## src/design/nvbp_pkg.sv

```systemverilog
// shared types, constants and helpers for the nix vector bit packer
// no dependencies

package nvbp_pkg;

  localparam int WORD_BITS  = 32;
  localparam int OFF_W      = 5;
  localparam int FIELD_BITS = 16;
  localparam int FW_W       = 5;
  localparam int REM_W      = 9;

  typedef enum logic [1:0] {
    CMD_CLEAR   = 2'd0,
    CMD_APPEND  = 2'd1,
    CMD_EXTRACT = 2'd2,
    CMD_REWIND  = 2'd3
  } cmd_t;

  typedef struct packed {
    logic                 en;
    logic [WORD_BITS-1:0] mask;
    logic [WORD_BITS-1:0] data;
  } bank_wr_t;

  // smallest w in 1..16 with 2**w >= count
  function automatic logic [FW_W-1:0] field_width(input logic [FIELD_BITS-1:0] count);
    logic [FIELD_BITS-1:0] c1;
    logic [FW_W-1:0]       w;
    c1 = count - FIELD_BITS'(1);
    w  = FW_W'(1);
    if (count > FIELD_BITS'(2)) begin
      for (int i = 0; i < FIELD_BITS; i++) begin
        if (c1[i]) begin
          w = FW_W'(i + 1);
        end
      end
    end
    return w;
  endfunction

endpackage

```

## src/design/nvbp_bank.sv

```systemverilog
// one bank of vector words: bit-masked write and registered read at one address
// depends on nvbp_pkg

module nvbp_bank
  import nvbp_pkg::*;
#(
  parameter int ADDR_W = 2
) (
  input  logic                 clk,
  input  logic [ADDR_W-1:0]    addr,
  input  bank_wr_t             wr,
  input  logic                 rd_en,
  output logic [WORD_BITS-1:0] rd_data
);

  localparam int DEPTH = 2 ** ADDR_W;

  logic [WORD_BITS-1:0] mem [DEPTH];

  always_ff @(posedge clk) begin
    if (wr.en) begin
      for (int i = 0; i < WORD_BITS; i++) begin
        if (wr.mask[i]) begin
          mem[addr][i] <= wr.data[i];
        end
      end
    end
  end

  always_ff @(posedge clk) begin
    if (rd_en) begin
      rd_data <= mem[addr];
    end
  end

endmodule

```

## src/design/nix_vector_bit_packer_core.sv

```systemverilog
// nix vector bit packer top level: command decode, size tracking, field placement
// depends on nvbp_pkg and nvbp_bank
//
// Usage: one input transaction carries a command (clear, append, extract, rewind),
// a value to append and a neighbor count that sets the field width (1 to 16 bits).
// Every input transaction yields exactly one result transaction with the extracted
// field, an error flag and the bits remaining between used and size.
// The vector is kept MSB first in 32-bit words split over an even and an odd bank,
// so a field that spans two words touches each bank once.
// Pipeline: a transaction passes through the input stage, the bank read stage and
// the result register, in that order.
// Throughput: one transaction per cycle when not stalled; each command is placed in
// one pass over the input stage and the bank read of an extract lands in the next stage.
// Reset (rst_n low, synchronous) empties the pipeline, sets used to 0 and size to
// 32 and marks every word as zero; the banks themselves are not swept.
// When the receiver holds out_stall, the result register holds its contents and
// the two inner stages keep filling; in_stall rises only when all three are full.

module nix_vector_bit_packer_core
  import nvbp_pkg::*;
#(
  parameter int STORE_WORDS = 8
) (
  input  logic                  clk,
  input  logic                  rst_n,
  input  logic                  in_valid,
  output logic                  in_stall,
  input  logic [1:0]            in_cmd,
  input  logic [FIELD_BITS-1:0] in_field_value,
  input  logic [FIELD_BITS-1:0] in_neighbor_count,
  output logic                  out_valid,
  input  logic                  out_stall,
  output logic [FIELD_BITS-1:0] out_read_value,
  output logic                  out_error,
  output logic [REM_W-1:0]      out_bits_remaining
);

  localparam int CAP     = STORE_WORDS * WORD_BITS;
  localparam int POS_W   = $clog2(CAP + 1);
  localparam int SUM_W   = POS_W + 1;
  localparam int BANK_AW = ($clog2(STORE_WORDS) > 1) ? $clog2(STORE_WORDS) - 1 : 1;
  localparam int WX_W    = BANK_AW + 2;

  // pipeline control
  logic out_en, b_en, a_fire;

  // input stage
  logic                  a_valid_r;
  cmd_t                  a_cmd_r;
  logic [FIELD_BITS-1:0] a_val_r;
  logic [FIELD_BITS-1:0] a_count_r;

  // vector state
  logic [POS_W-1:0]       bits_used_r, used_nxt;
  logic [POS_W-1:0]       bits_size_r, size_nxt;
  logic [STORE_WORDS-1:0] valid_r, valid_nxt;

  // input stage decode
  logic [FW_W-1:0]       w;
  logic [SUM_W-1:0]      sum;
  logic [OFF_W-1:0]      off;
  logic [WX_W-1:0]       f, g, last, wo;
  logic                  spans, lo_fresh, hi_fresh, lo_vld, hi_vld;
  logic                  app_ok, ext_ok, a_err;
  logic [POS_W-1:0]      size_grow;
  logic [FIELD_BITS-1:0] fld16, mask16;
  logic [2*WORD_BITS-1:0] win_d, win_m;
  logic [WORD_BITS-1:0]  lo_mask, hi_mask;
  logic                  lo_we, hi_we;
  logic [STORE_WORDS-1:0] valid_set;
  logic [REM_W-1:0]      rem;
  bank_wr_t              even_wr, odd_wr;
  logic [BANK_AW-1:0]    even_addr, odd_addr;
  logic [WORD_BITS-1:0]  even_q, odd_q;

  // read stage
  logic                  b_valid_r, b_ok_r, b_err_r, b_f0_r, b_lo_vld_r, b_hi_vld_r;
  logic [REM_W-1:0]      b_rem_r;
  logic [OFF_W-1:0]      b_off_r;
  logic [FW_W-1:0]       b_w_r;
  logic [WORD_BITS-1:0]  b_lo, b_hi;
  logic [2*WORD_BITS-1:0] b_win;
  logic [FIELD_BITS-1:0] b_top, b_rd;

  // result register
  logic                  out_valid_r;
  logic [FIELD_BITS-1:0] out_read_value_r;
  logic                  out_error_r;
  logic [REM_W-1:0]      out_bits_remaining_r;

  assign out_en   = !out_valid_r || !out_stall;
  assign b_en     = !b_valid_r || out_en;
  assign in_stall = a_valid_r && !b_en;
  assign a_fire   = a_valid_r && b_en;

  always_ff @(posedge clk) begin
    if (!rst_n) begin
      a_valid_r <= 1'b0;
    end else if (!in_stall) begin
      a_valid_r <= in_valid;
    end
  end

  always_ff @(posedge clk) begin
    if (in_valid && !in_stall) begin
      a_cmd_r   <= cmd_t'(in_cmd);
      a_val_r   <= in_field_value;
      a_count_r <= in_neighbor_count;
    end
  end

  // field geometry against the current state
  always_comb begin
    w      = field_width(a_count_r);
    sum    = SUM_W'(bits_used_r) + SUM_W'(w);
    off    = bits_used_r[OFF_W-1:0];
    f      = WX_W'(bits_used_r >> OFF_W);
    g      = f + WX_W'(1);
    last   = WX_W'((sum - SUM_W'(1)) >> OFF_W);
    wo     = WX_W'((SUM_W'(bits_size_r) + SUM_W'(WORD_BITS - 1)) >> OFF_W);
    spans  = (6'(off) + 6'(w)) > 6'(WORD_BITS);
    lo_vld = |(valid_r & (STORE_WORDS'(1) << f));
    hi_vld = |(valid_r & (STORE_WORDS'(1) << g));
    // words newly covered by size growth, or cleared, start from zero
    lo_fresh  = (f >= wo) || !lo_vld;
    hi_fresh  = (g >= wo) || !hi_vld;
    size_grow = POS_W'(SUM_W'(bits_size_r)
                + (SUM_W'(last - wo + WX_W'(1)) << OFF_W));
    valid_set = (STORE_WORDS'(1) << f) | (spans ? (STORE_WORDS'(1) << g) : '0);
    mask16 = ~(16'hFFFF >> w);
    fld16  = 16'(a_val_r << (FW_W'(FIELD_BITS) - w)) & mask16;
    win_d  = {fld16, {(2*WORD_BITS-FIELD_BITS){1'b0}}} >> off;
    win_m  = {mask16, {(2*WORD_BITS-FIELD_BITS){1'b0}}} >> off;
  end

  always_comb begin
    used_nxt  = bits_used_r;
    size_nxt  = bits_size_r;
    valid_nxt = valid_r;
    app_ok    = 1'b0;
    ext_ok    = 1'b0;
    a_err     = 1'b0;
    case (a_cmd_r)
      CMD_CLEAR: begin
        used_nxt  = '0;
        size_nxt  = POS_W'(WORD_BITS);
        valid_nxt = '0;
      end
      CMD_APPEND: begin
        if (sum > SUM_W'(CAP)) begin
          a_err = 1'b1;
        end else begin
          app_ok    = 1'b1;
          used_nxt  = POS_W'(sum);
          valid_nxt = valid_r | valid_set;
          if (last >= wo) begin
            size_nxt = size_grow;
          end
        end
      end
      CMD_EXTRACT: begin
        if (sum > SUM_W'(bits_size_r)) begin
          a_err = 1'b1;
        end else begin
          ext_ok   = 1'b1;
          used_nxt = POS_W'(sum);
        end
      end
      CMD_REWIND: begin
        size_nxt = bits_used_r;
        used_nxt = '0;
      end
      default: begin
      end
    endcase
  end

  always_comb begin
    lo_we     = a_fire && app_ok;
    hi_we     = a_fire && app_ok && spans && (g < WX_W'(STORE_WORDS));
    lo_mask   = lo_fresh ? '1 : win_m[2*WORD_BITS-1:WORD_BITS];
    hi_mask   = hi_fresh ? '1 : win_m[WORD_BITS-1:0];
    rem       = (size_nxt > used_nxt) ? REM_W'(size_nxt - used_nxt) : '0;
  end

  // word f sits in the even bank when f is even, word f+1 in the other one
  always_comb begin
    odd_addr  = f[BANK_AW:1];
    even_addr = f[0] ? g[BANK_AW:1] : f[BANK_AW:1];
    even_wr.en   = f[0] ? hi_we : lo_we;
    even_wr.mask = f[0] ? hi_mask : lo_mask;
    even_wr.data = f[0] ? win_d[WORD_BITS-1:0] : win_d[2*WORD_BITS-1:WORD_BITS];
    odd_wr.en    = f[0] ? lo_we : hi_we;
    odd_wr.mask  = f[0] ? lo_mask : hi_mask;
    odd_wr.data  = f[0] ? win_d[2*WORD_BITS-1:WORD_BITS] : win_d[WORD_BITS-1:0];
  end

  nvbp_bank #(.ADDR_W(BANK_AW)) u_even_bank (
    .clk     (clk),
    .addr    (even_addr),
    .wr      (even_wr),
    .rd_en   (b_en),
    .rd_data (even_q)
  );

  nvbp_bank #(.ADDR_W(BANK_AW)) u_odd_bank (
    .clk     (clk),
    .addr    (odd_addr),
    .wr      (odd_wr),
    .rd_en   (b_en),
    .rd_data (odd_q)
  );

  always_ff @(posedge clk) begin
    if (!rst_n) begin
      bits_used_r <= '0;
      bits_size_r <= POS_W'(WORD_BITS);
      valid_r     <= '0;
    end else if (a_fire) begin
      bits_used_r <= used_nxt;
      bits_size_r <= size_nxt;
      valid_r     <= valid_nxt;
    end
  end

  always_ff @(posedge clk) begin
    if (!rst_n) begin
      b_valid_r <= 1'b0;
    end else if (b_en) begin
      b_valid_r <= a_valid_r;
    end
  end

  always_ff @(posedge clk) begin
    if (a_fire) begin
      b_ok_r     <= ext_ok;
      b_err_r    <= a_err;
      b_rem_r    <= rem;
      b_off_r    <= off;
      b_w_r      <= w;
      b_f0_r     <= f[0];
      b_lo_vld_r <= lo_vld;
      b_hi_vld_r <= hi_vld;
    end
  end

  // pull the field out of the two-word window
  always_comb begin
    b_lo  = (b_f0_r ? odd_q : even_q) & {WORD_BITS{b_lo_vld_r}};
    b_hi  = (b_f0_r ? even_q : odd_q) & {WORD_BITS{b_hi_vld_r}};
    b_win = {b_lo, b_hi} << b_off_r;
    b_top = b_win[2*WORD_BITS-1:2*WORD_BITS-FIELD_BITS];
    b_rd  = b_ok_r ? (b_top >> (FW_W'(FIELD_BITS) - b_w_r)) : '0;
  end

  always_ff @(posedge clk) begin
    if (!rst_n) begin
      out_valid_r <= 1'b0;
    end else if (out_en) begin
      out_valid_r <= b_valid_r;
    end
  end

  always_ff @(posedge clk) begin
    if (out_en && b_valid_r) begin
      out_read_value_r     <= b_rd;
      out_error_r          <= b_err_r;
      out_bits_remaining_r <= b_rem_r;
    end
  end

  assign out_valid          = out_valid_r;
  assign out_read_value     = out_read_value_r;
  assign out_error          = out_error_r;
  assign out_bits_remaining = out_bits_remaining_r;

`ifndef ASSERT_OFF
  a_size_in_store: assert property (@(posedge clk) disable iff (!rst_n)
    bits_size_r <= POS_W'(CAP))
    else $error("vector size beyond store capacity");

  a_used_covered: assert property (@(posedge clk) disable iff (!rst_n)
    SUM_W'(bits_used_r) <= ((SUM_W'(bits_size_r) + SUM_W'(WORD_BITS - 1))
                            & ~SUM_W'(WORD_BITS - 1)))
    else $error("used bits run past the covered words");

  a_clear_wipes: assert property (@(posedge clk) disable iff (!rst_n)
    (a_fire && a_cmd_r == CMD_CLEAR) |=> (valid_r == '0))
    else $error("clear left words marked as written");

  a_error_zero: assert property (@(posedge clk) disable iff (!rst_n)
    (out_valid_r && out_error_r) |-> (out_read_value_r == '0))
    else $error("error transaction carries a nonzero field");

  a_empty_no_stall: assert property (@(posedge clk) disable iff (!rst_n)
    !a_valid_r |-> !in_stall)
    else $error("input stalled with an empty input stage");
`endif

endmodule

```

## config.mk

```make
export PLATFORM = sky130hd
export DESIGN_NAME = nix_vector_bit_packer_core
export DESIGN_NICKNAME = d
export VERILOG_FILES = /design/src/design/nvbp_pkg.sv /design/src/design/nvbp_bank.sv /design/src/design/nix_vector_bit_packer_core.sv
export SDC_FILE = /design/constraint.sdc
export NUM_CORES = 1
export LEC_CHECK = 0
export BUFFER_PORTS_ARGS = -buffer_cell sky130_fd_sc_hd__buf_4
export CAP_MARGIN = 20
export CORE_ASPECT_RATIO = 0.8
export CORE_UTILIZATION = 58
export CTS_BUF_LIST = sky130_fd_sc_hd__clkbuf_16
export DETAILED_ROUTE_END_ITERATION = 10
export PLACE_DENSITY_LB_ADDON = 0.1
export SLEW_MARGIN = 15
export SYNTH_ARGS = -nofsm -noshare
export SYNTH_HDL_FRONTEND = slang
export SYNTH_SLANG_ARGS = --single-unit
```

## constraint.sdc

```tcl
create_clock -name clk -period 7.7 [get_ports clk]
set_input_delay 1.54 -clock clk [delete_from_list [all_inputs] [get_ports clk]]
set_output_delay 1.54 -clock clk [all_outputs]
set_load 0.02 [all_outputs]
```

# After elaboration in Yosys (flattened, before gate mapping)
# Memories as Yosys holds them, arrays and structs flattened. A register that Yosys moved wholly into a read port is not among the register bits.
# Index checks and enable logic that the tools add are counted.
[word_totals] ff_bits=113 mem_bits_rw=256 inputBits=38 output_inout_bits=28 wordCells=321 memories=2
[op_classes] addsub=12 n_lt_le_gt_ge=9 n_eq_ne=4 shift=8 muxes=234 n_bitwise=8 reduce_logical=24
[mem_list] name="u_even_bank.mem" words=4 width=32 read_ports=1 rd_clocked_by_memory_dff=1 write_ports=1 line="nvbp_bank.sv:18" source="logic [WORD_BITS-1:0] mem [DEPTH];"
[mem_list] name="u_odd_bank.mem" words=4 width=32 read_ports=1 rd_clocked_by_memory_dff=1 write_ports=1 line="nvbp_bank.sv:18"
[op_table] operator="two-way mux 32 bit" count=8
[op_table] operator="two-way mux 1 bit" count=199
[op_table] operator="right shift 64 x 5 -> 64 bit" count=2
[op_table] operator="two-way mux 5 bit" count=15
[op_table] operator="bitwise AND 32 bit" count=2
[op_table] operator="<< shifter 64 x 5 -> 64 bit" count=1
[op_table] operator="case mux 9 bit (3 select lines)" count=2
[op_table] operator="two-way mux 9 bit" count=4
[op_table] operator="bitwise AND 16 bit" count=1
[op_table] operator="bitwise AND 8 bit" count=2
[op_table] operator="> comparator 16 x 2 -> 1 bit (second input constant)" count=1
[op_table] operator="two-way mux 8 bit" count=2
[op_table] operator="inverter 16 bit" count=1
[op_table] operator="bitwise OR 8 bit" count=2
[op_table] operator="case mux 8 bit (2 select lines)" count=1
[op_table] operator="OR reduction 8 bit" count=2
[op_table] operator="<< shifter 1 x 4 -> 8 bit (first input constant)" count=2
[op_table] operator="<< shifter 16 x 5 -> 16 bit" count=1
[op_table] operator="right shift 16 x 5 -> 16 bit" count=1
[op_table] operator="right shift 16 x 5 -> 16 bit (first input constant)" count=1
[op_table] operator="subtractor 16 x 1 -> 16 bit (second input constant)" count=1
[op_table] operator=">= comparator 4 bit" count=3
[op_table] operator="adder 9 x 5 -> 10 bit" count=1
[op_table] operator="> comparator 10 x 9 -> 1 bit" count=1
[op_table] operator="other kinds (25)" count=43

# Longest topological paths before layout
[depth] ltp_word=27 depth_mapped=37

# Modules after synthesis
# Synthesis repeated with hierarchy kept, for this count alone.
[unflattened] hier_cells=2600 area_unflattened_um2=29002.8
[by_module_without_submodules] module="nix_vector_bit_packer_core" n_inst=1 cells_each=1862 area_each_um2=14731.6 seq_area_each_um2=3103.0
[by_module_without_submodules] module="nvbp_bank" n_inst=2 cells_each=369 area_each_um2=7135.6 seq_area_each_um2=4804.6

# Worst setup path after synthesis
# OpenSTA, ideal clock, no wires.
[synth_path] path_kind="register to register" from="register a_count_r[0]" to="register b_rem_r[2] (data pin)" t_arrival_ns=7.354 setup_slack_ns=0.065 path_stages_with_launch=37 n_path_buf=3 period_less_slack_ns=7.635 cell_sequence="edfxtp_1 clkbuf_1 inv_1 ha_1 or4b_1 o31ai_1 o21ai_1 a21o_1 o21ai_1 a21oi_4 buf_2 ha_1 a21o_1 a21oi_1 o21bai_1 a21oi_1 nand2b_1 xnor2_1 inv_1 ha_1 a21o_1 o21a_1 o32ai_1 a41o_1 clkbuf_1 a22oi_1 ha_1 nor2b_1 o21ai_0 nand2b_1 a21o_1 a21o_1 a21o_1 a21o_1 a31o_2 a21oi_1 nor4_1"
[synth_between] elab_chain_len=26 word_cells_on_any_way=34 classes_between="add/sub (7); order compare (5); mux (22)"
[synth_lines] element="from (decl)" line="nix_vector_bit_packer_core.sv:51" source="logic [FIELD_BITS-1:0] a_count_r;"
[synth_lines] element="from (signal assigned)" line="nix_vector_bit_packer_core.sv:108" source="a_count_r <= in_neighbor_count;"
[synth_lines] element="subtractor 16 x 1 -> 16 bit" line="nvbp_pkg.sv:29" source="c1 = count - FIELD_BITS'(1);"
[synth_lines] element="two-way mux 2 bit" line="nvbp_pkg.sv:33" source="if (c1[i]) begin"
[synth_lines] element="two-way mux 5 bit (14 in a row)" line="nvbp_pkg.sv:33"
[synth_lines] element="two-way mux 5 bit *" line="nvbp_pkg.sv:31" source="if (count > FIELD_BITS'(2)) begin"
[synth_lines] element="named net w[0]" line="nix_vector_bit_packer_core.sv:59" source="logic [FW_W-1:0] w;"
[synth_lines] element="adder 9 x 5 -> 10 bit *" line="nix_vector_bit_packer_core.sv:115" source="sum = SUM_W'(bits_used_r) + SUM_W'(w);"
[synth_lines] element="subtractor 9 x 1 -> 9 bit" line="nix_vector_bit_packer_core.sv:119" source="last = WX_W'((sum - SUM_W'(1)) >> OFF_W);"
[synth_lines] element="subtractor 4 bit" line="nix_vector_bit_packer_core.sv:128" source="+ (SUM_W'(last - wo + WX_W'(1)) << OFF_W));"
[synth_lines] element="adder 4 x 2 -> 4 bit" line="nix_vector_bit_packer_core.sv:128"
[synth_lines] element="adder 9 bit" line="nix_vector_bit_packer_core.sv:128"
[synth_lines] element="two-way mux 9 bit" line="nix_vector_bit_packer_core.sv:156" source="if (last >= wo) begin"
[synth_lines] element="two-way mux 9 bit" line="nix_vector_bit_packer_core.sv:150" source="if (sum > SUM_W'(CAP)) begin"
[synth_lines] element="case mux 9 bit (3 select lines)" line="nix_vector_bit_packer_core.sv:143" source="case (a_cmd_r)"
[synth_lines] element="> comparator 9 bit" line="nix_vector_bit_packer_core.sv:183" source="rem = (size_nxt > used_nxt) ? REM_W'(size_nxt - used_nxt) : '0;"
[synth_lines] element="to (signal assigned)" line="nix_vector_bit_packer_core.sv:238" source="b_rem_r <= rem;"
[synth_lines] element="to (decl)" line="nix_vector_bit_packer_core.sv:78" source="logic [REM_W-1:0] b_rem_r;"
# Mark *: on every way through the listed nets, which the timed path passes. The rest lies on a longest branch.
# A chain may end at the register's enable or synchronous reset.

# Worst setup path after layout
[layout_path] from="register a_count_r[1]" to="register b_rem_r[3] (data pin)"
[layout_between] word_cells_on_any_way=34 classes_between="add/sub (7); order compare (5); mux (22)"
[layout_lines] element="subtractor 16 x 1 -> 16 bit" line="nvbp_pkg.sv:29"
[layout_lines] element="two-way mux 2 bit" line="nvbp_pkg.sv:33"
[layout_lines] element="two-way mux 5 bit (14 in a row)" line="nvbp_pkg.sv:33"
[layout_lines] element="two-way mux 5 bit *" line="nvbp_pkg.sv:31"
[layout_lines] element="named net w[1]" line="nix_vector_bit_packer_core.sv:59"
[layout_lines] element="adder 9 x 5 -> 10 bit *" line="nix_vector_bit_packer_core.sv:115"
[layout_lines] element="> comparator 10 x 9 -> 1 bit, on equally long branches" line="nix_vector_bit_packer_core.sv:162, nix_vector_bit_packer_core.sv:150"
[layout_lines] element="two-way mux 9 bit, on equally long branches" line="nix_vector_bit_packer_core.sv:162, nix_vector_bit_packer_core.sv:150"
[layout_lines] element="case mux 9 bit (3 select lines) *" line="nix_vector_bit_packer_core.sv:143"
[layout_lines] element="named net used_nxt[0]" line="nix_vector_bit_packer_core.sv:54" source="logic [POS_W-1:0] bits_used_r, used_nxt;"
[layout_lines] element="subtractor 9 bit / > comparator 9 bit (equally long branches)" line="nix_vector_bit_packer_core.sv:183"
# Marks and branches as above.

==> out/metrics.yaml <==
cells_and_area:
  nets: 2658
  utilization: 0.6560
  drive_gt1_frac: 0.1703
  area_growth_pct: 10.30
clocking:
  ctsHoldBuffers: 0
  clk_latency_ps: 590
  numCtsBuffers: 44
  cts_root_buffer: "clkbuf_16"
  clkTransAtPathRegs_ps: 60
  h-tree-depth: 2
  clock-sinks: 433
  cts_tree: "yes"
  max-clock-path-buffers: 3
drt:
  wl_um: 83080
  drc_errors: 0
  wl_per_cell_um: 26.01
  drt_iter0_drc: 3147
  drt_first_pass_iters: 6
  detail-route-antenna-nets: 0
  via_per_inst: 6.843
  num_vias: 21860
global_route:
  overflow: 0
  grtUsageMet1: 0.5220
  met3_usage: 0.08166
  grt_pass1_wl_um: 125500
  top_usage_layer: "met1"
  grt_max_degree: 65
  grtUsageTotal: 0.3514
  antenna_found_initial: 5
  grt_pass1_vias: 20270
  grt_use_met2: 0.5177
synth:
  async_flop_share: 0
  synth_seq_area_share: 0.4761
  synth_top_cell_by_area: "edfxtp_1"
  synth.most_common_cell: "nor2_1"
  netlist.area_leader.share: 0.4544
  ys_warn_count: 0
  synth-seq-cells: 433
  synth_cell_type_count: 97
  synthesis.nets: 2634
  synth_area_leaders: "edfxtp_1, mux4_2, nor2_1, nand2_1, ha_1"
  synthTopCellsByCount: "nor2_1, edfxtp_1, nand2_1"
  synthCells: 2532
  synth_edf_count: 404
  syn_area_um2: 26700
  synthFlopType: "edfxtp_1"
  avgSynthCellArea_um2: 10.54
power:
  pwr-share-seq: 0.428
  power.total_w: 0.006395
  swShare: 0.3077
  irDropWorstVdd_mv: 0.1826
  leakage_nw: 10.77
  powerDensity_nw_per_um2: 217.2
  power_frac_comb: 0.242
  p_sw_w: 0.001968
  pwr-share-clk: 0.330
  p_int_w: 0.004428
worst_setup_path:
  arrival_ps: 7720
  required_ps: 8030
  worstSetupEndpointType: "register"
  slowest_stage: "nor3b_1"
  cpMostUsedCell: "a21o_1"
  path_class: "register to register"
  worst_setup_path_start_kind: "register"
  max_stage_delay_ps: 440
  cp_max_fo: 9
sta:
  fmax_mhz: 135.3
  slew_violations: 0
  clock_skew_ps: 20.84
  worst_pin_slew_ps: 1160
  hold_violations: 0
  tns_ps: 0
  post-route-period-util: 0.9600
  relSlewSlack: 0.2248
  finalCriticalPeriod_ps: 7392
  setup_viol: 0
placement:
  hpwl_um: 59670
  gp_congestion: 1.012
  io_buffer_count: 65
die:
  die_h_um: 193.9
  io_pins: 66
  coreArea_um2: 44890
  dieArea_um2: 46900
  num_rows: 69
  fp.dieW_um: 241.9
  initial_utilization: 0.5947
status:
  status: "complete, no violations"
run:
  cap_viol_max_count: 0
min_path:
  hold_class: "register to register"
area by class of cell:
class                           count  area [um^2]
Clock inverter                     33        251.5
Tap cell                          603        754.5
Sequential cell                   433        12720
Antenna cell                        2        5.005
Inverter                           75        281.5
Timing Repair Buffer              143         1084
Fill cell                        3506        15440
Multi-Input combinational cell   1859        13200
Clock buffer                       46         1151
path summary, 6_finish.rpt:
kind,startpoint,end,slack [ps],cells after the start
worst max-delay path,a_count_r[1]$_DFFE_PP_,b_rem_r[3]$_SDFFCE_PP0P_,310,33
worst max register to register,a_count_r[1]$_DFFE_PP_,b_rem_r[3]$_SDFFCE_PP0P_,310,33
worst min register to register,b_rem_r[3]$_SDFFCE_PP0P_,out_bits_remaining[3]$_DFFE_PP_,410,0
worst min-delay path,b_rem_r[3]$_SDFFCE_PP0P_,out_bits_remaining[3]$_DFFE_PP_,410,0
logic make-up (layout without fill, tap and decap cells):
family,count (synthesis),in the layout,synth area share
buffers and inverters,240,297,0.03463
xor gates and xnor gates,33,33,0.01083
other,0,2,0
DFF,433,433,0.4761
AOI/OAI and AO/OA,582,582,0.1479
muxes,228,228,0.1416
adders and majority gates,64,64,0.03140
and+or+nand+nor,952,952,0.1576
state kept, by name (all words and copies together), names as in the netlist, 2 cells and up:
register	flops
u_odd_bank.rd_data	32
out_bits_remaining	9
bits_used_r	9
bits_size_r	9
b_off_r	5
b_w_r	5
a_val_r	16
b_rem_r	9
out_read_value	16
a_cmd_r	2
u_even_bank.mem	128
a_count_r	16
valid_r	8
u_even_bank.rd_data	32
u_odd_bank.mem	128
placed cells by master (no fill, tap or decap), types with 39 or more instances in the layout:
master     synthesis  routed
nor2_1           475     474
edfxtp_1         404     404
nand2_1          202     201
buf_4              0     141
o21ai_0          139     137
mux4_2           114     114
a21oi_1          115     109
nand3_1           80      80
mux2i_1           72      72
inv_1             64      68
ha_1              59      57
clkbuf_16          0      46
nor3_1            47      45
mux2_2            39      39
power by group through the flow:
stage	sequential, W	combinational (W)	clock (W)
floorplan	0.00277	0.00103	0
detailed placement	0.00279	0.00147	0
CTS	0.00274	0.00148	0.00212
global placement	0.00278	0.00146	0
global route	0.00275	0.00166	0.00222
finish	0.00274	0.00155	0.00211
stage by stage:
stage | hold WS [ps] | setup WS [ps] | std cells | cell area (um^2)
after floorplan | 400.3 | 65.38 | 2532 | 26700
after global placement | 404.9 | 246.5 | 3103 | 27860
after detailed placement | 405.7 | 148.5 | 3103 | 27860
after CTS | 414.1 | 37.73 | 3182 | 29260
after global routing | 423.5 | -58.14 | 3192 | 29440
final | 414.5 | 308.0 | 3194 | 29450
worst max-delay path, delay by kind of cell (launching register included):
kind,cells,cell delay [ps]
compound gates,18,3310
fa+ha+maj,3,820
buf+inv,3,530
flops,1,410
simple gates,7,1530
xor+xnor,2,510
routing by layer:
metal | routed length [um] | up-vias
met5 | 46 | -
met4 | 2139 | 6
met3 | 9803 | 177
met2 | 36470 | 1366
met1 | 34620 | 10680
li1 | - | 9629
repair_timing:
item | CTS | global route
resized for setup | 0 | 25
setup buffers | 0 | 9
setup endpoints to repair | 0 | 9
Power figures use the tool's default switching activity.
